===== config.mk =====
export PLATFORM = sky130hd
export DESIGN_NAME = cfl_front
export DESIGN_NICKNAME = d
export VERILOG_FILES = /design/src/hdl/cfl_pkg.sv /design/src/hdl/cfl_front.sv
export SDC_FILE = /design/constraint.sdc
export NUM_CORES = 1
export LEC_CHECK = 0
export ABC_AREA = 1
export BUFFER_PORTS_ARGS = -buffer_cell sky130_fd_sc_hd__buf_2
export CAP_MARGIN = 20
export CORE_MARGIN = 10
export CORE_UTILIZATION = 46
export DETAILED_ROUTE_END_ITERATION = 8
export MAX_ROUTING_LAYER = met4
export PLACE_DENSITY = 0.82
export SETUP_SLACK_MARGIN = 0.4
export SLEW_MARGIN = 20
export SYNTH_ARGS = -nofsm -noshare
export SYNTH_HDL_FRONTEND = slang
export SYNTH_SLANG_ARGS = --single-unit

===== constraint.sdc =====
create_clock -name aclk -period 10.6 [get_ports aclk]
set_input_delay 0.53 -clock aclk [delete_from_list [all_inputs] [get_ports aclk]]
set_output_delay 0.53 -clock aclk [all_outputs]
set_load 0.05 [all_outputs]

===== src/hdl/cfl_pkg.sv =====
// Shared types, widths and codes for the complex FIR low-pass filter.
`default_nettype none

package cfl_pkg;

    localparam int NUM_TAPS_DEFAULT = 256;
    localparam int SAMPLE_W         = 16;
    localparam int COEFF_W          = 18;
    localparam int TAP_IDX_W        = 8;
    localparam int FUNC_W           = 2;
    localparam int SHIFT_W          = 5;
    localparam int QUEUE_DEPTH      = 2;

    localparam logic [SHIFT_W-1:0] SHIFT_RESET = 5'd17;

    localparam int IN_FIELDS_W = 2 * SAMPLE_W + TAP_IDX_W + COEFF_W;
    localparam int IN_DATA_W   = ((IN_FIELDS_W + 7) / 8) * 8;
    localparam int OUT_DATA_W  = ((2 * SAMPLE_W + 7) / 8) * 8;

    localparam logic [FUNC_W-1:0] FUNC_SAMPLE = 2'd0;
    localparam logic [FUNC_W-1:0] FUNC_COEFF  = 2'd1;
    localparam logic [FUNC_W-1:0] FUNC_END    = 2'd2;

    typedef enum logic [1:0] {
        KIND_SAMPLE = 2'd0,
        KIND_COEFF  = 2'd1,
        KIND_END    = 2'd2
    } kind_t;

    typedef struct packed {
        kind_t                       kind;
        logic signed [SAMPLE_W-1:0]  re;
        logic signed [SAMPLE_W-1:0]  im;
        logic [TAP_IDX_W-1:0]        idx;
        logic signed [COEFF_W-1:0]   coeff;
    } item_t;

endpackage

`default_nettype wire


===== src/hdl/cfl_front.sv =====
// Input side: decodes words, drops unused ones, and queues work for the MAC engine.
`default_nettype none

module cfl_front #(
    parameter int NUM_TAPS = cfl_pkg::NUM_TAPS_DEFAULT
) (
    input  wire logic                          aclk,
    input  wire logic                          aresetn,
    input  wire logic                          s_tvalid,
    output logic                               s_tready,
    // tdata: sample_re, sample_im, tap_index, tap_value (lowest first), zero padded
    input  wire logic [cfl_pkg::IN_DATA_W-1:0] s_tdata,
    // tuser: func
    input  wire logic [cfl_pkg::FUNC_W-1:0]    s_tuser,
    output logic                               q_valid,
    input  wire logic                          q_ready,
    output cfl_pkg::item_t                     q_item
);
    import cfl_pkg::*;

    localparam int QPW = (QUEUE_DEPTH > 1) ? $clog2(QUEUE_DEPTH) : 1;
    localparam int QCW = $clog2(QUEUE_DEPTH + 1);

    item_t            queue_mem [QUEUE_DEPTH];
    logic [QPW-1:0]   wr_ptr_reg, wr_ptr_next;
    logic [QPW-1:0]   rd_ptr_reg, rd_ptr_next;
    logic [QCW-1:0]   count_reg,  count_next;
    item_t            dec_item;
    logic             dec_keep;
    logic             push, pop;

    always_comb begin
        dec_item.re    = s_tdata[SAMPLE_W-1:0];
        dec_item.im    = s_tdata[2*SAMPLE_W-1:SAMPLE_W];
        dec_item.idx   = s_tdata[2*SAMPLE_W+TAP_IDX_W-1:2*SAMPLE_W];
        dec_item.coeff = s_tdata[IN_FIELDS_W-1:2*SAMPLE_W+TAP_IDX_W];
        dec_item.kind  = KIND_SAMPLE;
        dec_keep       = 1'b0;
        unique case (s_tuser)
            FUNC_SAMPLE: begin
                dec_item.kind = KIND_SAMPLE;
                dec_keep      = 1'b1;
            end
            FUNC_COEFF: begin
                dec_item.kind = KIND_COEFF;
                dec_keep      = ({1'b0, dec_item.idx} < (TAP_IDX_W + 1)'(NUM_TAPS));
            end
            FUNC_END: begin
                dec_item.kind = KIND_END;
                dec_keep      = 1'b1;
            end
            default: begin
                dec_keep      = 1'b0;
            end
        endcase
    end

    assign s_tready = (count_reg != QCW'(QUEUE_DEPTH));
    assign push     = s_tvalid && s_tready && dec_keep;
    assign q_valid  = (count_reg != '0);
    assign pop      = q_valid && q_ready;
    assign q_item   = queue_mem[rd_ptr_reg];

    always_comb begin
        wr_ptr_next = wr_ptr_reg;
        rd_ptr_next = rd_ptr_reg;
        count_next  = count_reg;
        if (push) begin
            wr_ptr_next = (wr_ptr_reg == QPW'(QUEUE_DEPTH - 1)) ? '0 : wr_ptr_reg + 1'b1;
        end
        if (pop) begin
            rd_ptr_next = (rd_ptr_reg == QPW'(QUEUE_DEPTH - 1)) ? '0 : rd_ptr_reg + 1'b1;
        end
        case ({push, pop})
            2'b10:   count_next = count_reg + 1'b1;
            2'b01:   count_next = count_reg - 1'b1;
            default: count_next = count_reg;
        endcase
    end

    always_ff @(posedge aclk) begin
        if (!aresetn) begin
            wr_ptr_reg <= '0;
            rd_ptr_reg <= '0;
            count_reg  <= '0;
        end else begin
            wr_ptr_reg <= wr_ptr_next;
            rd_ptr_reg <= rd_ptr_next;
            count_reg  <= count_next;
        end
    end

    always_ff @(posedge aclk) begin
        if (push) begin
            queue_mem[wr_ptr_reg] <= dec_item;
        end
    end

endmodule

`default_nettype wire


==> summary.md, run 1 <==
| Metric | Value |
|---|---|
| Status | `finished clean` |
| Die area | `15,190 um^2` |
| Setup violators final | `0` |
| Hold depth | `1` |
| Synth cell types | `14` |
| Routability cong. | `0.7133` |
| Cells after Synth | `231` |
| Simple-gate share of the synthesized area | `0.02194` |
| Setup TNS | `0 ps` |
| Starting Density | `0.4729` |
| Yosys reg bits | `125` |
| Largest net degree at the start of global routing | `61` |
| Synth top area share | `0.7349` |
| Period Utilization, post-route | `0.2432` |
| DP Wirelength | `5807 um` |
| Area growth from synthesis to layout | `25.92%` |
| Post-CTS resize count | `0` |
| Starting DRC count in detailed routing | `84` |
| Height of the die | `123.2 um` |
| Max reg flops | `120` |
| Pwr dens | `243.4 nW/um^2` |
| H-tree levels | `4` |
| Yosys warns | `0` |
| Vias per cell | `4.642` |
| Post-synth top area cell | `edfxtp_1` |
| Critical Path Start Type | `flop` |
| Maxcap violations | `0` |
| RSZ-0062 raised after global routing | `false` |
| CTS max path bufs | `2` |
| Vias in the first global route | `2,605` |
| DR vias | `2,414` |
| Hold bufs inserted after CTS | `0` |
| Routed len/inst | `16.81 um` |
| Post-DP Area | `5602 um^2` |
| CTS tree | `built` |
| Most frequent cells in the layout | `buf_2 (125), edfxtp_1 (120), mux2_4 (60), clkbuf_16 (16), nor2_1 (13)` |
| Largest family of logic cells by synthesized area | `multiplexers` |
| Top cells by area in the synthesized netlist | `edfxtp_1 (73%), mux2_4 (18%), buf_12 (2.4%)` |
| Final Hold Vio Count | `0` |
| Mean Syn Cell Area | `21.23 um^2` |
| Commonest non-fill, non-tap cell in the layout | `buf_2` |
| Non-filler cells, final | `520` |
| Min Clock Period, post-route | `2578 ps` |
| Headroom to the max-slew limit | `0.4621` |
| CTS buffer count | `17` |
| Worst Slack Setup Final | `8022 ps` |
| Peak VDD IR | `0.1376 mV` |
| First-pass GRT wire length | `13,140 um` |
| Worst R2R Start | `count_reg[1]` |
| Initial antenna violation count | `1` |
| Design area | `6175 um^2` |
| Worst endpoint required time | `10,070 ps` |
| Place WS | `8283 ps` |
| DRT Wirelength | `8743 um` |
| R2R setup slack | `8750 ps` |
| Layout cells sized above 1 | `0.5718` |
| Setup Skew | `9.441 ps` |
| Worst-path fanout max | `60` |
| LEAKAGE | `0.002471 uW` |
| Postcts setup bufs | `0` |
| Placed insts | `488` |
| Mapped Nets | `302` |
| Reg area | `3707 um^2` |
| R2R Path End | `queue_mem[0][50]` |
| Worst Tran Pin Value | `806.9 ps` |
| Filler cell count | `810` |
| Die Width | `123.2 um` |
| Register area share after synthesis | `0.7553` |
| CP Data Arrival Time | `2050 ps` |
| Pre-Repair DR Iteration Count | `4` |
| Congestion Overflow GR | `0` |
| Final Max Tran Viols | `0` |
| Post-synthesis mux area share | `0.1837` |
| Row count | `37` |
| Layout net count | `442` |
| XOR/XNOR Fraction of Synth Area | `0` |
| Worst min path class | `in -> reg` |
| Clk sinks | `125` |
| Root Buffer | `clkbuf_8` |
| I/O pins | `132` |
| Type of the worst setup path | `reg -> out` |
| Peak Freq | `388.0 MHz` |
| Mapped Area | `4903 um^2` |
| Setup crit end kind | `output pin` |
| All-layer global routing usage | `0.1187` |
| Worst hold start | `s_tdata[27]` |
| Synth Area in Compound Gates | `0.003572` |
| Core area | `10,370 um^2` |
| Multi-input gate area | `1046 um^2` |
| Worst skew pair latency | `500 ps` |
| Clock transition at path regs | `60 ps` |
| Port Buffers | `125` |
| Antenna-violating nets left | `0` |
| Post-synthesis adder-cell area fraction | `0.002552` |
| Worst Hold End | `queue_mem[0][37]` |
| # DRC | `0` |
| Reg2Reg Depth | `6` |
==> power by group <==
part           total [uW]  leakage, uW  switching (uW)  internal, uW
Clock                 542     0.000272             190           352
Combinational         361      0.00105             245           115
Sequential            601      0.00115            11.8           589
==> kinds of logic (layout without fill, tap and decap cells) <==
group                    count (synthesis)  after routing
flip-flops                             125            125
other                                    0              1
AO/OA/AOI/OAI                            3              3
adder cells (fa/ha/maj)                  1              1
AND/OR/NAND/NOR                         27             27
multiplexers                            60             60
buffers and inverters                   15            167
==> layout make-up <==
type | count | area share
well taps | 136 | 0.02756
diodes | 1 | 0.0004053
flip-flops and latches | 125 | 0.6004
repair buffers | 128 | 0.1056
inverters | 8 | 0.004863
multi-input cells | 91 | 0.1694
clock buffers | 17 | 0.06707
clock inverters | 14 | 0.02472
==> stage by stage <==
stage / hold WS (ps) / total power, uW / utilization
2_1_floorplan: 451.2 / 920.8 / -
3_3_place_gp: 468.3 / 971.4 / 0.5402
3_5_place_dp: 507.1 / 977.8 / 0.5402
4_1_cts: 184.1 / 1526 / 0.5948
5_1_grt: 187.5 / 1563 / 0.5954
6_report: 211.8 / 1503 / 0.5954
==> worst max-delay path, cell delays in order, from the launching register on <==
cell and delay (ps):
dfxtp_4 340, buf_6 610, mux2_4 360, buf_2 210
==> synth_stat cells, drive strengths merged <==
library cell and count:
o21ai 1, nand3 1, edfxtp 120, inv 8, nand2 10, dfxtp 5
nor2 14, nand4 2, o21a 1, ha 1, a21oi 1, buf 7
mux2 60
==> routing by layer <==
metal | routed length (um) | global-route usage | vias to the layer above
met2 | 4605 | 0.1957 | 80
met1 | 3388 | 0.1251 | 1160
li1 | - | - | 1170
met3 | 696 | 0.04740 | 4
met5 | 0 | - | -
met4 | 53 | 0.04803 | 0
==> how the worst max path moves through the flow <==
| stage | depth (start not counted) | slack (ps) | start | endpoint |
|---|---|---|---|---|
| 2_1_floorplan | 5 | 6790 | s_tuser[0] | queue_mem[0][0] |
| 3_3_place_gp | 3 | 8290 | flop | q_item[46] |
| 3_5_place_dp | 3 | 8280 | flop | q_item[51] |
| 4_1_cts | 3 | 7710 | flop | q_item[51] |
| 5_1_grt | 3 | 7910 | flop | q_item[51] |
| 6_report | 3 | 8020 | flop | q_item[22] |
(Power assumes the default switching activity.)
==> inputs of run 2 (changes only) <==
- ABC_AREA: 1 -> 0
- PLACE_DENSITY: 0.82 -> 0.86
- clock period: 10.6 -> 2.1 ns (I/O delays scaled with it)
==> run 2 against run 1 <==
Synthesized cell count decreased by 6.9%. Critical path depth rose by 1. Combinational power increased to 12 times the previous value. Clock power rose to 5.2 times the previous value. Critical path type unchanged.
==> summary.md, run 2 <==
| Metric | Value |
|---|---|
| Status | `finished clean` |
| Die area | `14,300 um^2` |
| CTS max path bufs | `2` |
| DRT Wirelength | `12,050 um` |
| First-pass GRT wire length | `15,950 um` |
| NetSw | `3428 uW` |
| Routability cong. | `0.7010` |
| LEAKAGE | `0.002858 uW` |
| Max reg flops | `120` |
| Filler cell count | `563` |
| CP most frequent cell | `buf_6` |
| Reg power frac | `0.313` |
| Crit path depth | `4` |
| Reg2Reg Depth | `5` |
| Starting Density | `0.4689` |
| Type of the worst setup path | `reg -> out` |
| N_diodes | `0` |
| Most frequent cells in the layout | `edfxtp_1 (120), buf_2 (65), dlygate4sd3_1 (63), mux2_2 (35), buf_6 (34)` |
| Yosys warns | `0` |
| Routed len/inst | `20.84 um` |
| Synth Area in Compound Gates | `0.004388` |
| Post-synthesis adder-cell area fraction | `0.002743` |
| Top cells by area in the synthesized netlist | `edfxtp_1 (79%), mux2_2 (15%), dfxtp_1 (2.2%)` |
| Vias per cell | `4.803` |
| Largest net degree at the start of global routing | `45` |
| Post-DP Area | `5450 um^2` |
| Largest family of logic cells by synthesized area | `multiplexers` |
| Multi-input gate area | `947.2 um^2` |
| Synth async-reset ratio | `0` |
| CP Data Arrival Time | `1680 ps` |
| XOR/XNOR Fraction of Synth Area | `0.005760` |
| DP Wirelength | `6213 um` |
| Final Hold Vio Count | `0` |
| Commonest non-fill, non-tap cell in the layout | `edfxtp_1` |
| Setup crit end kind | `output pin` |
| Height of the die | `119.6 um` |
| CTS buffer count | `17` |
| Layout net count | `503` |
| Worst Path Buf+Inv | `3` |
| Worst skew pair latency | `510 ps` |
| Min Clock Period, post-route | `1782 ps` |
| Clk pwr share | `0.278` |
| Layout cells sized above 1 | `0.5303` |
| Headroom to the max-slew limit | `0.8075` |
| Vias in the first global route | `3,036` |
| Root Buffer | `clkbuf_8` |
| Mapped Nets | `286` |
| Setup violators final | `0` |
| RSZ-0062 raised after global routing | `true` |
| Pwr dens | `1375 nW/um^2` |
| H-tree levels | `4` |
| Setup TNS | `0 ps` |
| Clk sinks | `125` |
| Cells after Synth | `215` |
| R2R Path End | `count_reg[1]` |
| Pre-Repair DR Iteration Count | `4` |
| Clock transition at path regs | `60 ps` |
| Worst R2R Start | `count_reg[0]` |
| Maxcap violations | `0` |
| Design area | `7398 um^2` |
| Register area share after synthesis | `0.8118` |
| Pint | `6745 uW` |
| R2R setup slack | `530 ps` |
| Peak Freq | `561.2 MHz` |
| Simple-gate share of the synthesized area | `0.01673` |
| Peak VDD IR | `0.8085 mV` |
| DR vias | `2,776` |
| Row count | `36` |
| Crit path max-delay family | `buffers and inverters` |
| Worst-path fanout max | `6` |
| Starting DRC count in detailed routing | `182` |
| Port Buffers | `125` |
| CTS tree | `built` |
| Synth cell count leaders | `edfxtp_1 (120), mux2_2 (60), buf_2 (6)` |
| Slowest CP cell | `dfxtp_4` |
| CP Capture Point | `q_item[12]` |
| Congestion Overflow GR | `0` |
| Synth cell types | `20` |
| Ys flop type | `edfxtp_1` |
| Final Max Tran Viols | `0` |
| All-layer global routing usage | `0.1485` |
| CP cell instances | `buf_12 -> buf_6 -> mux2_2 -> buf_6` |
| Crit-path max cell delay | `370 ps` |
| Post-synth EDFFs | `120` |
| Yosys reg bits | `125` |
| Post-synth top area cell | `edfxtp_1` |
| Reg area | `3709 um^2` |
| Switch share | `0.3370` |
| Worst endpoint required time | `2000 ps` |
| I/O pins | `132` |
| Area growth from synthesis to layout | `62.18%` |
| Synth top area share | `0.7899` |
| Top-count cell post-synth | `edfxtp_1` |
| # DRC | `0` |
| Mean Syn Cell Area | `21.22 um^2` |
| Period Utilization, post-route | `0.8486` |
| Post-synthesis mux area share | `0.1503` |
| Core area | `9729 um^2` |
| Antenna-violating nets left | `0` |
| Die Width | `119.6 um` |
| Mapped Area | `4562 um^2` |
| Critical Path Start Type | `flop` |
| Setup Skew | `8.734 ps` |
| Worst Tran Pin Value | `288.7 ps` |
| Initial antenna violation count | `0` |
| Worst min path class | `in -> reg` |
| Combinational power share | `0.409` |
==> run 2: worst min-delay path, delay by kind of cell <==
kind,cells,cell delay (ps)
AOI/OAI and AO/OA,1,150
xor gates and xnor gates,1,90
and+or+nand+nor,1,90
buffers and inverters,1,80
==> run 2: what timing repair did <==
action / CTS / global route
cloned: 0 / 6
setup buffers: 3 / 2
hold buffers: 63 / 0
gates resized for setup: 26 / 182
setup endpoints to repair: 60 / 60
endpoints found under the hold margin: 125 / 0
==> run 2: per-stage QoR <==
stage          hold slack [ps]  total power (uW)  setup WS [ps]  cells  utilization
2_1_floorplan            203.9              5441          34.96    215            -
3_5_place_dp             296.5              6146          546.9    472       0.5602
3_3_place_gp             292.8              6083          563.4    472       0.5602
4_1_cts                  26.25              9198          273.1    570       0.6932
5_1_grt                  67.37             10530          267.4    578       0.7604
6_report                 42.66             10170          318.0    578       0.7604
==> run 2: area by class of cell <==
| cell class | count | area share |
|---|---|---|
| sequential | 125 | 0.5013 |
| timing repair buffer | 205 | 0.2699 |
| multi-input combinational | 82 | 0.1280 |
| clock buffer | 24 | 0.06224 |
| tap | 133 | 0.02249 |
| clock inverter | 8 | 0.01556 |
| inverter | 1 | 0.0005074 |
==> run 2: worst min-delay path by stage <==
stage | from | to | slack, ps | depth (start not counted)
after floorplan | s_tdata[40] | queue_mem[0][0] | 200 | 0
after global placement | s_tdata[7] | queue_mem[0][49] | 290 | 1
after detailed placement | s_tdata[53] | queue_mem[0][13] | 300 | 1
after CTS | q_ready | flop | 30 | 4
after global routing | q_ready | flop | 70 | 4
final | q_ready | flop | 40 | 4
==> run 2: cells by family after synthesis <==
family,count (synthesis)
flops,125
mux,61
simple gates,14
buf+inv,8
compound gates,3
xor+xnor,3
fa+ha+maj,1
==> run 2: power by group through the flow <==
stage / Sequential, uW / Clock (uW) / Combinational [uW]
4_1_cts: 3180 / 2860 / 3160
2_1_floorplan: 3180 / 0 / 2260
6_report: 3180 / 2830 / 4160
3_5_place_dp: 3260 / 0 / 2890
5_1_grt: 3210 / 3000 / 4320
3_3_place_gp: 3230 / 0 / 2850
==> run 2: metal layers <==
metal  GRT usage  up-vias  wire length (um)  share of wire
li1            -     1287                 -              -
met1      0.1467     1378              4451           0.37
met2      0.2644       92              6835           0.57
met3     0.05298       19               591          0.049
met4     0.05279        0               168          0.014
met5           -        -                 0              0
==> inputs of run 3 (changes only) <==
- ABC_AREA: 0 -> 1
- PLACE_DENSITY: 0.86 -> 0.85
- clock period: 2.1 -> 1.4 ns (I/O delays scaled with it)
==> run 3 against run 2 <==
The flow now finishes with violations (negative setup slack). First-iteration DRC count increased by 14%. Hold slack got worse by 29 ps. Largest cell class unchanged. Highest routed layer unchanged. Setup slack got worse by 620 ps. Combinational power increased by 8.7%. Critical path depth decreased by 1. Cell count increased by 10%. Via count increased by 11%.
==> summary.md, run 3 (synthesized netlist as in run 1, its figures left out) <==
| Metric | Value |
|---|---|
| Die Width | `123.2 um` |
| # DRC | `0` |
| Setup violators final | `177` |
| Worst Tran Pin Value | `283.3 ps` |
| Failing checks | `negative setup slack` |
| Tot Pwr | `12,910 uW` |
| Worst Slack Setup Final | `-306.1 ps` |
| Clk sinks | `125` |
| Most Crowded Layer GR | `met2` |
| Met3 Use GR | `0.05424` |
| Type of the worst setup path | `reg -> out` |
| CTS max path bufs | `2` |
| Pwr dens | `1557 nW/um^2` |
| Worst skew pair latency | `510 ps` |
| Vias in the first global route | `3,400` |
| Reg area | `3715 um^2` |
| Post-layout util | `0.7997` |
| Headroom to the max-slew limit | `0.8112` |
| Worst R2R Start | `count_reg[0]` |
| DR vias | `3,083` |
| Most frequent cells in the layout | `edfxtp_1 (120), buf_6 (78), buf_2 (63), dlygate4sd3_1 (62), mux2_4 (60)` |
| All-layer global routing usage | `0.1791` |
| Peak VDD IR | `0.9277 mV` |
| Period Utilization, post-route | `1.219` |
| Starting Density | `0.4729` |
| Crit-path max cell delay | `400 ps` |
| Height of the die | `123.2 um` |
| Maxcap violations | `0` |
| Final Max Tran Viols | `0` |
| Placed insts | `494` |
| Starting DRC count in detailed routing | `208` |
| Final Hold Vio Count | `0` |
| Critical Path Start Type | `flop` |
| Slowest CP cell | `dfxtp_4` |
| Vias per cell | `4.832` |
| Routability cong. | `0.7232` |
| CTS tree | `built` |
| DRT Wirelength | `13,240 um` |
| Worst min path class | `in -> reg` |
| Met1 Use GR | `0.1728` |
| Min Clock Period, post-route | `1706 ps` |
| Max reg flops | `120` |
| I/O pins | `132` |
| Die area | `15,190 um^2` |
| First-pass GRT wire length | `19,340 um` |
| DP Wirelength | `6712 um` |
| LEAKAGE | `0.003318 uW` |
| Core area | `10,370 um^2` |
| Routed len/inst | `20.75 um` |
| H-tree levels | `4` |
| CP cell instances | `buf_12 -> mux2_4 -> buf_6` |
| Area growth from synthesis to layout | `69.12%` |
| GR Layer Usage met2 | `0.3276` |
| Setup crit end kind | `output pin` |
| Filler cell count | `539` |
| Row count | `37` |
| Setup Skew | `9.691 ps` |
| CP Data Arrival Time | `1640 ps` |
| CTS buffer count | `17` |
| Root Buffer | `clkbuf_8` |
| Non-filler cells, final | `638` |
| Antenna-violating nets left | `0` |
| Status | `finished, violations left` |
| Multi-input gate area | `1127 um^2` |
| Initial antenna violation count | `0` |
| Worst hold start | `s_tvalid` |
| Port Buffers | `125` |
| Commonest non-fill, non-tap cell in the layout | `edfxtp_1` |
| Worst-path fanout max | `24` |
| Congestion Overflow GR | `0` |
| Layout cells sized above 1 | `0.5797` |
| Pre-Repair DR Iteration Count | `4` |
| RSZ-0062 raised after global routing | `true` |
| Clock transition at path regs | `60 ps` |
| N_diodes | `0` |
| Worst endpoint required time | `1330 ps` |
| Place WS | `-53.44 ps` |
| Largest net degree at the start of global routing | `25` |
| Layout net count | `560` |
| Peak Freq | `586.1 MHz` |
[run 3: changes by cell type in the layout (fill, tap and decap cells not counted), moves of 6 or more]
cell	change
buf_6	+44
buf_12	+12
mux2_2	-35
mux2_4	+35
buf_8	-23
nor2_1	+11
clkinvlp_4	+6
buf_16	+15
[run 3: cell type report]
cell class / count / share of cell area
inverters: 8 / 0.005281
well taps: 136 / 0.02052
flip-flops and latches: 125 / 0.4479
repair buffers: 246 / 0.3274
clock inverters: 14 / 0.01252
multi-input cells: 91 / 0.1359
clock buffers: 18 / 0.05039
[run 3: worst paths after layout]
path	cells past startpoint	slack, ps	end
min	4	10	wr_ptr_reg
min reg2reg	2	560	wr_ptr_reg
max	3	-310	q_item[30]
max reg2reg	7	-120	queue_mem[1][30]
[run 3: through the flow]
stage	TNS (ps)	hold slack (ps)	cell area [um^2]
6_report	-25100	13.33	8293
5_1_grt	-37310	75.10	8293
4_1_cts	-23860	-41.48	8060
3_5_place_dp	-2328	261.5	5789
3_3_place_gp	0	256.9	5789
2_1_floorplan	-66770	168.9	4946
[run 3: layer usage]
metal | vias up | part of all wire
li1 | 1415 | -
met1 | 1530 | 0.36
met2 | 114 | 0.57
met3 | 24 | 0.052
met4 | 0 | 0.018
met5 | - | 0
[run 3: timing repair]
action                                  in CTS  in global routing
endpoints found under the setup margin     184                187
hold endpoints to repair                   125                  0
gates cloned                                14                  2
setup buffers                               26                  8
hold buffers                                62                  0
resized for setup                          161                 24
pin swaps                                    7                 11
[run 3: worst max-delay path: cells and delay by family (launching register included)]
family | cells | cell delay (ps)
multiplexers | 1 | 330
flip-flops | 1 | 400
buffers and inverters | 2 | 390
[run 3: report_power, final]
| group | switching (uW) | total (uW) | internal, uW |
|---|---|---|---|
| Clock | 1490 | 3800 | 2310 |
| Sequential | 136 | 4600 | 4460 |
| Combinational | 2320 | 4520 | 2200 |
| Total | 3940 | 12900 | 8970 |
